--- config.mk ---
export PLATFORM = sky130hd
export DESIGN_NAME = multichannel_adpcm_voice_decoder
export DESIGN_NICKNAME = d
export VERILOG_FILES = /design/src/design/avd_pkg.sv /design/src/design/avd_state_mem.sv /design/src/design/avd_core.sv /design/src/design/avd_gain.sv /design/src/design/multichannel_adpcm_voice_decoder.sv
export SDC_FILE = /design/constraint.sdc
export NUM_CORES = 1
export LEC_CHECK = 0
export ABC_AREA = 1
export BUFFER_PORTS_ARGS = -buffer_cell sky130_fd_sc_hd__buf_4
export CELL_PAD_IN_SITES_DETAIL_PLACEMENT = 1
export CELL_PAD_IN_SITES_GLOBAL_PLACEMENT = 1
export CORE_AREA = 2 2 300 361
export DETAILED_ROUTE_END_ITERATION = 10
export DIE_AREA = 0 0 302 363
export PLACE_DENSITY = 0.55
export RECOVER_POWER = 25
export SYNTH_ARGS = -nofsm -noshare
export SYNTH_HDL_FRONTEND = slang
export SYNTH_SLANG_ARGS = --single-unit
--- constraint.sdc ---
create_clock -name clk -period 7.01 [get_ports clk]
set_input_delay 0 -clock clk [delete_from_list [all_inputs] [get_ports clk]]
set_output_delay 0 -clock clk [all_outputs]
set_load 0.005 [all_outputs]
--- src/design/avd_pkg.sv ---
package avd_pkg;

  // Item kind, carried on the input tuser bit
  typedef enum logic {
    CMD_DECODE = 1'b0,
    CMD_START  = 1'b1
  } command_t;

  // Per-voice decoder state as held in the state memory
  typedef struct packed {
    logic signed [11:0] signal;
    logic [5:0]         step;
    logic               mode;
  } voice_state_t;

  localparam logic signed [11:0] SIGNAL_RESET = -12'sd2;
  localparam logic signed [13:0] SIGNAL_MAX   = 14'sd2047;
  localparam logic signed [13:0] SIGNAL_MIN   = -14'sd2048;
  localparam logic [5:0]         STEP_MAX     = 6'd48;
  localparam logic [3:0]         CODE_MASK_3  = 4'he;
  localparam logic [3:0]         CODE_MASK_4  = 4'hf;
  localparam int                 GAIN_SHIFT   = 7;
  localparam logic [23:0]        GAIN_ROUND   = 24'd127;

  // Step size table, floor(16 * 1.1^n)
  function automatic logic [10:0] step_size(input logic [5:0] idx);
    logic [10:0] s;
    case (idx)
      6'd0:  s = 11'd16;   6'd1:  s = 11'd17;   6'd2:  s = 11'd19;   6'd3:  s = 11'd21;
      6'd4:  s = 11'd23;   6'd5:  s = 11'd25;   6'd6:  s = 11'd28;   6'd7:  s = 11'd31;
      6'd8:  s = 11'd34;   6'd9:  s = 11'd37;   6'd10: s = 11'd41;   6'd11: s = 11'd45;
      6'd12: s = 11'd50;   6'd13: s = 11'd55;   6'd14: s = 11'd60;   6'd15: s = 11'd66;
      6'd16: s = 11'd73;   6'd17: s = 11'd80;   6'd18: s = 11'd88;   6'd19: s = 11'd97;
      6'd20: s = 11'd107;  6'd21: s = 11'd118;  6'd22: s = 11'd130;  6'd23: s = 11'd143;
      6'd24: s = 11'd157;  6'd25: s = 11'd173;  6'd26: s = 11'd190;  6'd27: s = 11'd209;
      6'd28: s = 11'd230;  6'd29: s = 11'd253;  6'd30: s = 11'd279;  6'd31: s = 11'd307;
      6'd32: s = 11'd337;  6'd33: s = 11'd371;  6'd34: s = 11'd408;  6'd35: s = 11'd449;
      6'd36: s = 11'd494;  6'd37: s = 11'd544;  6'd38: s = 11'd598;  6'd39: s = 11'd658;
      6'd40: s = 11'd724;  6'd41: s = 11'd796;  6'd42: s = 11'd876;  6'd43: s = 11'd963;
      6'd44: s = 11'd1060; 6'd45: s = 11'd1166; 6'd46: s = 11'd1282; 6'd47: s = 11'd1411;
      default: s = 11'd1552;
    endcase
    return s;
  endfunction

  // Step index adjustment by code magnitude
  function automatic logic signed [4:0] step_move(input logic [2:0] mag);
    logic signed [4:0] m;
    case (mag)
      3'd4:    m = 5'sd8;
      3'd5:    m = 5'sd4;
      3'd6:    m = 5'sd2;
      3'd7:    m = 5'sd1;
      default: m = -5'sd1;
    endcase
    return m;
  endfunction

endpackage

--- src/design/avd_state_mem.sv ---
module avd_state_mem #(
  parameter int DEPTH = 16,
  parameter int AW    = 4
) (
  input  logic                  clk,
  input  logic                  rst,
  input  logic                  rd_en,
  input  logic [AW-1:0]         rd_addr,
  output avd_pkg::voice_state_t rd_data,
  input  logic                  wr_en,
  input  logic [AW-1:0]         wr_addr,
  input  avd_pkg::voice_state_t wr_data
);

  avd_pkg::voice_state_t mem [DEPTH];
  logic [DEPTH-1:0]      written;
  avd_pkg::voice_state_t rd_raw;
  logic                  rd_vld;
  avd_pkg::voice_state_t reset_state;

  // Write port
  always_ff @(posedge clk) begin
    if (wr_en) begin
      mem[wr_addr] <= wr_data;
    end
  end

  // Entry valid flags, cleared together on reset
  always_ff @(posedge clk) begin
    if (rst) begin
      written <= '0;
    end else if (wr_en) begin
      written[wr_addr] <= 1'b1;
    end
  end

  // Registered read, write-first when both ports hit one entry
  always_ff @(posedge clk) begin
    if (rd_en) begin
      if (wr_en && (wr_addr == rd_addr)) begin
        rd_raw <= wr_data;
        rd_vld <= 1'b1;
      end else begin
        rd_raw <= mem[rd_addr];
        rd_vld <= written[rd_addr];
      end
    end
  end

  // Never-written entries read as the reset state
  always_comb begin
    reset_state.signal = avd_pkg::SIGNAL_RESET;
    reset_state.step   = '0;
    reset_state.mode   = 1'b0;
    rd_data = rd_vld ? rd_raw : reset_state;
  end

endmodule

--- src/design/avd_core.sv ---
module avd_core (
  input  avd_pkg::voice_state_t state,
  input  logic                  start,
  input  logic                  in_range,
  input  logic [3:0]            code,
  input  logic                  mode,
  output avd_pkg::voice_state_t state_next,
  output logic signed [11:0]    sample
);

  logic [3:0]         code_m;
  logic [10:0]        s;
  logic [11:0]        diff;
  logic signed [13:0] sum;
  logic signed [11:0] sig_clamped;
  logic signed [7:0]  step_sum;
  logic [5:0]         step_clamped;

  // Mask code, build difference from step size
  always_comb begin
    code_m = code & (state.mode ? avd_pkg::CODE_MASK_3 : avd_pkg::CODE_MASK_4);
    s      = avd_pkg::step_size(state.step);
    diff   = 12'(s >> 3)
           + (code_m[2] ? 12'(s) : 12'd0)
           + (code_m[1] ? 12'(s >> 1) : 12'd0)
           + (code_m[0] ? 12'(s >> 2) : 12'd0);
  end

  // Signal update with saturation
  always_comb begin
    if (code_m[3]) begin
      sum = 14'(state.signal) - $signed({2'b00, diff});
    end else begin
      sum = 14'(state.signal) + $signed({2'b00, diff});
    end
    if (sum > avd_pkg::SIGNAL_MAX) begin
      sig_clamped = 12'(avd_pkg::SIGNAL_MAX);
    end else if (sum < avd_pkg::SIGNAL_MIN) begin
      sig_clamped = 12'(avd_pkg::SIGNAL_MIN);
    end else begin
      sig_clamped = sum[11:0];
    end
  end

  // Step index update, kept within the table
  always_comb begin
    step_sum = $signed({2'b00, state.step}) + 8'(avd_pkg::step_move(code_m[2:0]));
    if (step_sum < 8'sd0) begin
      step_clamped = '0;
    end else if (step_sum > $signed({2'b00, avd_pkg::STEP_MAX})) begin
      step_clamped = avd_pkg::STEP_MAX;
    end else begin
      step_clamped = step_sum[5:0];
    end
  end

  // Start resets the voice, decode commits the new signal and step
  always_comb begin
    if (start) begin
      state_next.signal = avd_pkg::SIGNAL_RESET;
      state_next.step   = '0;
      state_next.mode   = mode;
    end else begin
      state_next.signal = sig_clamped;
      state_next.step   = step_clamped;
      state_next.mode   = state.mode;
    end
    sample = in_range ? state_next.signal : '0;
  end

endmodule

--- src/design/avd_gain.sv ---
module avd_gain (
  input  logic signed [11:0] sample,
  input  logic [10:0]        gain,
  output logic signed [15:0] scaled
);

  logic signed [23:0] prod;
  logic signed [23:0] biased;
  logic signed [23:0] shifted;

  // Product over 128, truncated toward zero
  always_comb begin
    prod    = 24'(sample) * $signed({13'd0, gain});
    biased  = prod[23] ? (prod + $signed(avd_pkg::GAIN_ROUND)) : prod;
    shifted = biased >>> avd_pkg::GAIN_SHIFT;
    scaled  = shifted[15:0];
  end

endmodule

--- src/design/multichannel_adpcm_voice_decoder.sv ---
// Channel  Side    tdata (low bit up)                                 tuser
// s_axis   in      voice[3:0] code[7:4] three_bit_mode[8]             command
//                  gain_left[19:9] gain_right[30:20], zero pad to 32
// m_axis   out     sample[11:0] left_out[27:12] right_out[43:28],     -
//                  zero pad to 48
//
// One word accepted per cycle unless m_axis stalls; each result passes the stage 1, stage 2 and output registers.
// Stages: state memory read, decode and state write-back, gain multiply.
// A word for the voice just decoded is served by the write-first memory port.
// rst is synchronous; it empties the pipe and marks every voice as reset.
// A stalled m_axis holds the whole pipe and drops s_axis_tready.
module multichannel_adpcm_voice_decoder #(
  parameter int VOICES = 16
) (
  input  logic        clk,
  input  logic        rst,
  input  logic        s_axis_tvalid,
  output logic        s_axis_tready,
  input  logic [31:0] s_axis_tdata,   // voice, code, three_bit_mode, gain_left, gain_right
  input  logic        s_axis_tuser,   // command
  output logic        m_axis_tvalid,
  input  logic        m_axis_tready,
  output logic [47:0] m_axis_tdata    // sample, left_out, right_out
);

  localparam int AW = (VOICES > 1) ? $clog2(VOICES) : 1;
  localparam int VW = (AW > 4) ? AW : 4;

  logic                  en;
  logic [3:0]            in_voice;
  logic [VW-1:0]         voice_ext;
  logic                  in_range;

  logic                  s1_valid;
  logic                  s1_start;
  logic                  s1_in_range;
  logic [AW-1:0]         s1_addr;
  logic [3:0]            s1_code;
  logic                  s1_mode;
  logic [10:0]           s1_gl;
  logic [10:0]           s1_gr;

  logic                  s2_valid;
  logic signed [11:0]    s2_sample;
  logic [10:0]           s2_gl;
  logic [10:0]           s2_gr;

  logic                  out_valid;
  logic signed [11:0]    out_sample;
  logic signed [15:0]    out_left;
  logic signed [15:0]    out_right;

  avd_pkg::voice_state_t rd_state;
  avd_pkg::voice_state_t state_next;
  logic                  wr_en;
  logic signed [11:0]    core_sample;
  logic signed [15:0]    left_next;
  logic signed [15:0]    right_next;

  // Pipe advances whenever the output register is free or draining
  assign en            = !out_valid || m_axis_tready;
  assign s_axis_tready = en && !rst;

  assign in_voice  = s_axis_tdata[3:0];
  assign voice_ext = VW'(in_voice);
  assign in_range  = ({28'd0, in_voice} < 32'(VOICES));

  // Per-voice state
  assign wr_en = en && s1_valid && s1_in_range;

  avd_state_mem #(
    .DEPTH (VOICES),
    .AW    (AW)
  ) u_mem (
    .clk     (clk),
    .rst     (rst),
    .rd_en   (en && s_axis_tvalid),
    .rd_addr (voice_ext[AW-1:0]),
    .rd_data (rd_state),
    .wr_en   (wr_en),
    .wr_addr (s1_addr),
    .wr_data (state_next)
  );

  // Stage 1: word register alongside the memory read
  always_ff @(posedge clk) begin
    if (rst) begin
      s1_valid <= 1'b0;
    end else if (en) begin
      s1_valid <= s_axis_tvalid;
    end
    if (en) begin
      s1_start    <= (avd_pkg::command_t'(s_axis_tuser) == avd_pkg::CMD_START);
      s1_in_range <= in_range;
      s1_addr     <= voice_ext[AW-1:0];
      s1_code     <= s_axis_tdata[7:4];
      s1_mode     <= s_axis_tdata[8];
      s1_gl       <= s_axis_tdata[19:9];
      s1_gr       <= s_axis_tdata[30:20];
    end
  end

  avd_core u_core (
    .state      (rd_state),
    .start      (s1_start),
    .in_range   (s1_in_range),
    .code       (s1_code),
    .mode       (s1_mode),
    .state_next (state_next),
    .sample     (core_sample)
  );

  // Stage 2: decoded sample
  always_ff @(posedge clk) begin
    if (rst) begin
      s2_valid <= 1'b0;
    end else if (en) begin
      s2_valid <= s1_valid;
    end
    if (en) begin
      s2_sample <= core_sample;
      s2_gl     <= s1_gl;
      s2_gr     <= s1_gr;
    end
  end

  avd_gain u_gain_left (
    .sample (s2_sample),
    .gain   (s2_gl),
    .scaled (left_next)
  );

  avd_gain u_gain_right (
    .sample (s2_sample),
    .gain   (s2_gr),
    .scaled (right_next)
  );

  // Output register
  always_ff @(posedge clk) begin
    if (rst) begin
      out_valid <= 1'b0;
    end else if (en) begin
      out_valid <= s2_valid;
    end
    if (en) begin
      out_sample <= s2_sample;
      out_left   <= left_next;
      out_right  <= right_next;
    end
  end

  assign m_axis_tvalid = out_valid;
  assign m_axis_tdata  = {4'd0, out_right, out_left, out_sample};

`ifndef NO_ASSERTIONS
  a_reset_empties: assert property (@(posedge clk)
    rst |=> (!s1_valid && !s2_valid && !m_axis_tvalid))
    else $error("pipe not empty after reset");

  a_start_sample: assert property (@(posedge clk) disable iff (rst)
    (en && s1_valid && s1_start && s1_in_range) |=> (s2_sample == avd_pkg::SIGNAL_RESET))
    else $error("start word did not give the reset signal");

  a_range_zero: assert property (@(posedge clk) disable iff (rst)
    (en && s1_valid && !s1_in_range) |=> (s2_sample == 12'sd0))
    else $error("out-of-range voice gave a non-zero sample");

  a_step_bound: assert property (@(posedge clk) disable iff (rst)
    wr_en |-> (state_next.step <= avd_pkg::STEP_MAX))
    else $error("step index written beyond table");

  a_sample_follows: assert property (@(posedge clk) disable iff (rst)
    (en && s2_valid) |=> (m_axis_tdata[11:0] == $past(s2_sample)))
    else $error("output sample does not match decoded sample");
`endif

endmodule
### Yosys cells after proc, flatten, opt, wreduce, memory -nomap -nowiden

Memories as Yosys holds them, arrays and structs flattened. A register that Yosys moved wholly into a read port is not among the register bits.
Cells that the tools add are included.

* bits in latches: 0
* bits in read-only memories: 704
* input port bits: 37
* register bits: 130
* word-level logic and storage cells: 71
* bits in writable memories: 304
* memories kept: 2
* output and inout port bits: 50

* equality and inequality tests: 5
* shifts and indexed selects: 0
* muxes and demuxes: 20
* bitwise gates (word level): 2
* divide/modulo/power cells: 0
* reductions and logical operators: 8
* add/sub/neg operators: 8
* magnitude comparators: 7
* multipliers: 2

Memory list
* (name not given): depth 64, bits a word 11, read ports 1, clocked after memory_dff 0, write ports 0, line avd_pkg.sv:28 `case (idx)`
* u_mem.mem: depth 16, bits a word 19, read ports 1, clocked after memory_dff 1, write ports 1, line avd_state_mem.sv:15 `avd_pkg::voice_state_t mem [DEPTH];`

Operators by type and width (count)
* $mul A12 B12 Y24: 2
* $add A23 B8 Y23 const B: 2
* $mux W23: 2
* $mux W19: 2
* $add A12 B12 Y12: 2
* $mux W12: 2
* $pmux W5 S4: 1
* $or A16 B16 Y16: 1
* $add A12 B13 Y14: 1
* $gt A14 B12 Y1 const B: 1
* $lt A14 B12 Y1 const B: 1
* $mux W14: 1
* $sub A12 B13 Y14: 1
* $add A8 B12 Y12: 1
* $eq A3 B3 Y1 const B: 4
* $mux W6: 2
* $mux W11: 1
* $lt A4 B5 Y1 const B: 2
* $mux W10: 1
* $mux W9: 1
* $add A7 B5 Y8: 1
* $gt A8 B7 Y1 const B: 1
* $lt A8 B1 Y1 const B: 1
* $logic_and A1 B1 Y1: 5
* other kinds (8): 13

### Longest topological paths before layout

Gate-level depths: netlist of run 1.

* word-level depth: 13
* depth in mapped cells: 49
* depth with buffers taken out: 47

### Hierarchy

From an unflattened synthesis of run 1, not the netlist that was laid out.

* cells, all modules: 4047
* area, all modules: 34295.4 um^2

Modules (own cells, without submodules)
* avd_state_mem: instances 1, seq. area each 10049.6 um^2, area an instance 14782.9 um^2, cells each 1471
* avd_gain at u_gain_right: instances 1, seq. area each 0.0 um^2, area an instance 6398.6 um^2, cells each 945
* avd_gain at u_gain_left: instances 1, seq. area each 0.0 um^2, area an instance 6297.3 um^2, cells each 936
* multichannel_adpcm_voice_decoder: instances 1, seq. area each 3363.2 um^2, area an instance 3468.3 um^2, cells each 133
* avd_core: instances 1, seq. area each 0.0 um^2, area an instance 3348.2 um^2, cells each 562

### Least setup slack after synthesis of run 1

No wires, ideal clock.

* kind: reg2reg
* start point: register u_mem.rd_vld
* end point: register s2_sample[0] (data pin)
* stages on the path, launching flop included: 36
* data required time: 6.794 ns
* setup slack: 0.346 ns
* arrival: 6.448 ns
* buffers on the path: 2
* period minus slack after synthesis: 6.664 ns
* setup time: 0.216 ns
* cell sequence: edfxtp_1 buf_2 nand2_1 inv_1 ha_1 or2_2 nand3_1 o21ai_0 a22oi_1 inv_1 nor2_1 fa_1 fa_1 fa_1 nand3_1 nand2_1 nand2_1 nand2_1 inv_1 nand3_1 a221oi_1 nand2_1 o21ai_0 xor2_1 inv_1 ha_1 inv_1 nor3_1 nand4_1 nand4_1 xor2_1 inv_1 or2_2 nand2_2 buf_6 and3_1

RTL lines
* start: declaration: line avd_state_mem.sv:18 `logic rd_vld;`
* start signal: assignment: line avd_state_mem.sv:45 `rd_vld <= written[rd_addr];`
* end signal: assignment: line multichannel_adpcm_voice_decoder.sv:121 `s2_sample <= core_sample;`
* end: declaration: line multichannel_adpcm_voice_decoder.sv:44 `logic signed [11:0] s2_sample;`

==> flow_summary.json, run 1 <==
{
  "critPathCaptureType": "flop",
  "syn-instance-count": 3296,
  "ys_async_sr_fraction_pct": 0,
  "synth_top_area_share_pct": 41.2,
  "postSynthAreaPerCell_sq_um": 9.61,
  "max-cap-violations": 5,
  "layout.nets": 3936,
  "wl_per_cell_um": 18.6,
  "cts_buffers": 53,
  "crit_fanout": 8,
  "drive_gt1_share_pct": 11.6,
  "finalSetupViolations": 0,
  "synth_seq_cells": 453,
  "skew_ns": 0.0536,
  "cts_tree": "yes",
  "worstSetupPathType": "flop to flop",
  "ys_types": 63,
  "drt_pass1_iterations": 5,
  "grt_max_degree": 91,
  "clkSlewWorstSetupHoldPaths_ns": 0.06,
  "first_iter_violations": 1091,
  "synth_area_leaders": "edfxtp_1 (41%), fa_1 (17%), inv_1 (7.3%), nand2_1 (7.0%), ha_1 (6.0%)",
  "grt.overflow.total": 0,
  "hold_path_class": "primary input to flop",
  "first_global_vias": 24900,
  "hold_violations": 0,
  "synth-edff-count": 434,
  "htree_levels": 2,
  "synth_seq_area_share_pct": 42.4,
  "maxSlewViolCount": 173,
  "gr-usage-all-layers_pct": 16.9,
  "port_buffers": 81,
  "cts_sinks": 453,
  "clkLatencyLatePin_ns": 0.67,
  "die_h_um": 363,
  "tightest_slew_ns": 2.81,
  "antenna_found_initial": 1,
  "routabilityCongestion": 0.816,
  "crit_required_ns": 7.40,
  "drt-total-wl_um": 91200,
  "vias": 23100,
  "core_sq_um": 106000,
  "cts-root-buf": "clkbuf_16",
  "ys.flop_type": "edfxtp_1",
  "failed_checks": "max-capacitance violations, max-slew violations",
  "maxSlewHeadroom_pct": -87.1,
  "cp_slowest_stage_delay_ns": 0.53,
  "fillers": 12000,
  "fp-row-count": 131,
  "die_area_sq_um": 110000,
  "fmaxAchievable_mhz": 150,
  "cp-start-kind": "flop",
  "area_growth_syn_to_layout_pct": 17.3,
  "final.min_clock_period_ns": 6.66,
  "status": "finished, violations left",
  "yosys_warnings": 0,
  "cp_common_cell": "nand2_1",
  "yosysMostFrequentCell": "inv_1",
  "die_x_um": 302,
  "final_antenna_net_count": 0,
  "viasPerCell": 4.69,
  "synth_area_sq_um": 31700,
  "ios": 87,
  "clk_path_buf_depth": 3,
  "cp.arrival_ns": 7.05,
  "grt_pass1_wl_um": 143000,
  "synthTopCellsByCount": "inv_1 (617), nand2_1 (587), edfxtp_1 (434)",
  "start_util_pct": 29.9,
  "hold_ws_ns": 0.0843,
  "yosys.area.top_type": "edfxtp_1",
  "drc": 0,
  "diodes": 0,
  "fin_crit_sh_pct": 95.0,
  "dp_hpwl_um": 64500,
  "slowest_stage": "fa_1"
}
[cell families (layout without fill, tap and decap cells)]
group	count (synthesis)	after routing	share of synthesized area, %
and+or+nand+nor	1094	1094	14.2
buffers and inverters	759	978	9.12
AOI/OAI and AO/OA	485	485	8.98
DFF	453	453	42.4
adders and majority gates	420	420	23.0
xor gates and xnor gates	80	80	2.24
muxes	4	4	0.126
other	1	4	0.0118
[path summary, 6_finish.rpt]
| kind | from | end | slack, ns | cells after the start |
|---|---|---|---|---|
| setup / recovery | u_mem.rd_vld | u_mem.mem[8][7] | 0.35 | 38 |
| hold / removal | s_axis_tdata[18] | s1_gl[9] | 0.08 | 2 |
| setup reg to reg | u_mem.rd_vld | u_mem.mem[8][7] | 0.35 | 38 |
| hold reg to reg | s1_gl[3] | s2_gl[3] | 0.42 | 0 |
[flip-flops by register name (all words and copies together) (netlist names)]
register	cells
u_mem.rd_vld	1
m_axis_tvalid	1
s2_sample	12
u_mem.written	16
s1_gr	11
s1_addr	4
u_mem.rd_raw	19
s1_start	1
s2_valid	1
s1_code	4
s1_valid	1
s1_mode	1
u_mem.mem	304
s2_gl	11
out_sample	12
s2_gr	11
s1_gl	11
out_left	16
out_right	16
[through the flow]
stage	worst slack, ns	cell area, sq um	TNS [ns]	utilization, %	cells
2_1_floorplan	0.346	31700	0	-	3299
3_3_place_gp	0.131	34600	0	32.6	4760
3_5_place_dp	0.00187	34600	0	32.6	4760
4_1_cts	0.0467	36700	0	34.6	4896
5_1_grt	-0.0415	37100	-1.71	35.0	4914
6_report	0.351	37100	0	35.0	4914
[worst max-delay path: cells and delay by family (launching register included)]
family,cells,cell delay (ns)
adder cells (fa/ha/maj),5,1.94
AND/OR/NAND/NOR,17,1.83
buffers and inverters,10,1.42
flip-flops,1,0.46
AO/OA/AOI/OAI,5,0.62
XOR/XNOR,1,0.14
[layer usage]
metal	track usage (%)	up-vias	routed length, um
met5	0	-	0
met4	3.86	0	2050
met3	1.67	106	1960
met2	32.1	224	49000
met1	20.4	11700	38200
li1	-	11000	-
[area by class of cell]
type / instances / area, sq um / share of cell area (%)
Tap cell: 1396 / 1750 / 4.70
Timing Repair Buffer: 257 / 2190 / 5.90
Clock inverter: 27 / 318 / 0.856
Clock buffer: 67 / 1380 / 3.71
Timing Repair inverter: 2 / 12.5 / 0.0337
Inverter: 625 / 2370 / 6.38
Multi-Input combinational cell: 2087 / 15700 / 42.3
Sequential cell: 453 / 13400 / 36.1
[placed cells by master (no fill, tap or decap), drive strengths merged, types with 85 or more instances in the layout]
| cell | netlist | routed |
|---|---|---|
| nand3 | 85 | 85 |
| nor2 | 342 | 342 |
| edfxtp | 434 | 434 |
| o21ai | 240 | 240 |
| clkbuf | 117 | 159 |
| nand2 | 599 | 599 |
| buf | 17 | 123 |
| ha | 151 | 151 |
| fa | 269 | 269 |
| inv | 620 | 618 |
[what timing repair did]
item,CTS,global route
endpoints found under the hold margin,57,0
setup buffers,0,12
gates resized for setup,2,108
pin swaps,0,31
setup endpoints to repair,24,216
gates cloned,0,6
hold buffers,42,0
Power of run 1 is left out: the tool's default activity adds up to more than one toggle a clock period on the data nets, which glitch-free logic cannot reach.
==> run 2, diff against run 1 <==
Settings changed: PLACE_DENSITY 0.55 to default, PLACE_DENSITY_LB_ADDON from default to 0.1.
==> run 2 against run 1 <==
The run still ends with max-capacitance violations, max-slew violations left. Maximum frequency grew 0.43%. Worst hold slack worse by 0.010 ns. Critical path depth is 4 lower. Global-route usage up 0.89 points. Worst setup slack improved by 0.029 ns. Non-clock buffer count down 19. Register-to-register slack better by 0.03 ns.
==> flow_summary.json, run 2 (synthesized netlist as in run 1, its figures left out) <==
{
  "cts_tree": "yes",
  "cp-start-kind": "flop",
  "cp_slowest_stage_delay_ns": 0.52,
  "most-common-layout-cells": "inv_1 (604), nand2_1 (570), edfxtp_1 (434)",
  "fin_crit_sh_pct": 94.6,
  "clk_path_buf_depth": 3,
  "gr-usage-all-layers_pct": 17.8,
  "dp_hpwl_um": 66400,
  "crit_required_ns": 7.50,
  "htree_levels": 2,
  "status": "finished, violations left",
  "wl_per_cell_um": 19.6,
  "cp.arrival_ns": 7.12,
  "drive_gt1_share_pct": 11.1,
  "routabilityCongestion": 0.808,
  "first_iter_violations": 923,
  "fp-row-count": 131,
  "tightest_slew_ns": 2.89,
  "grt_max_degree": 86,
  "ios": 87,
  "post_dp_cell_area_sq_um": 34600,
  "dpl.cell_count": 4746,
  "core_sq_um": 106000,
  "fillers": 12000,
  "worstSetupPathType": "flop to flop",
  "place_worst_setup_slack_ns": -0.227,
  "clkLatencyLatePin_ns": 0.68,
  "hold_violations": 0,
  "largest_register_ffs": 304,
  "cts_buffers": 52,
  "reg.largest.list": "u_mem.mem (304), u_mem.rd_raw (19)",
  "drt-total-wl_um": 95900,
  "first_global_vias": 26100,
  "skew_ns": 0.0643,
  "path_buf_inv": 10,
  "grt_pass1_wl_um": 149000,
  "max-cap-violations": 3,
  "die_area_sq_um": 110000,
  "cts-root-buf": "clkbuf_16",
  "failed_checks": "max-capacitance violations, max-slew violations",
  "slowest_stage": "fa_1",
  "hold_ws_ns": 0.0742,
  "vias": 23400,
  "die_h_um": 363,
  "drt_pass1_iterations": 5,
  "start_util_pct": 29.9,
  "area_growth_syn_to_layout_pct": 16.7,
  "top_register": "u_mem.mem",
  "hold_path_class": "primary input to flop",
  "final.min_clock_period_ns": 6.63,
  "maxSlewViolCount": 125,
  "final_cells": 4895,
  "clkSlewWorstSetupHoldPaths_ns": 0.06,
  "diodes": 0,
  "port_buffers": 81,
  "crit_fanout": 17,
  "finalSetupViolations": 0,
  "grt.overflow.total": 0,
  "antenna_found_initial": 1,
  "viasPerCell": 4.77,
  "fmaxAchievable_mhz": 151,
  "maxSlewHeadroom_pct": -92.5,
  "final_antenna_net_count": 0,
  "final_cell_area_sq_um": 36900,
  "cts_sinks": 453,
  "path_delay_family": "adder cells",
  "fin_ws_ns": 0.380,
  "drc": 0,
  "die_x_um": 302,
  "layout.nets": 3915,
  "final_common_cell": "inv_1",
  "critPathCaptureType": "flop"
}
-- run 2: cell types whose count changed in the layout (fill, tap and decap cells not counted), moves of 5 or more --
cell,change
nor2_2,-6
clkinv_1,+13
clkbuf_16,-5
nor2_4,+11
nor2_1,-5
o21ai_1,-5
buf_4,-12
clkbuf_1,-5
ha_1,-6
-- run 2: repair_timing --
item,in CTS,in global routing
pin swaps,0,32
gates cloned,1,0
setup endpoints to repair,198,216
hold buffers,42,0
hold endpoints to repair,55,0
gates resized for setup,10,87
setup buffers,0,11
-- run 2: layout make-up --
class                   count  area (sq um)  share of cell area [%]
inverters                 625          2360                    6.40
multi-input cells        2087         15800                    42.7
clock buffers              61          1340                    3.61
well taps                1396          1750                    4.73
repair buffers            238          2000                    5.41
clock inverters            34           292                   0.789
flip-flops and latches    453         13400                    36.3
repair inverters            1          7.51                  0.0203
-- run 2: worst paths after layout --
path / cells past startpoint / to / from / slack, ns
max reg2reg: 34 / u_mem.mem[8][7] / u_mem.rd_vld / 0.38
min: 2 / s1_gr[5] / s_axis_tdata[25] / 0.07
max: 34 / u_mem.mem[8][7] / u_mem.rd_vld / 0.38
min reg2reg: 0 / s2_gr[0] / s1_gr[0] / 0.42
-- run 2: worst register-to-register path: cells and delay by family, from the launching register on --
family          cells  cell delay (ns)
fa+ha+maj           5             1.94
buf+inv            10             1.28
simple gates       13             1.70
xor+xnor            2             0.31
flops               1             0.50
compound gates      4             0.76
-- run 2: routing by layer --
metal / vias up / GRT usage (%) / share of wire (%)
li1: 10900 / - / -
met1: 12000 / 21.2 / 42
met2: 321 / 33.0 / 52
met3: 132 / 1.97 / 2.7
met4: 0 / 5.93 / 3.1
met5: - / 0 / 0
-- run 2: per-stage QoR --
step / setup TNS [ns] / util [%]
3_3_place_gp: -39.11 / 32.6
2_1_floorplan: 0 / -
4_1_cts: 0 / 34.5
5_1_grt: -0.106 / 34.8
6_report: 0 / 34.8
3_5_place_dp: -40.87 / 32.6
Power of run 2 is left out for the same reason.
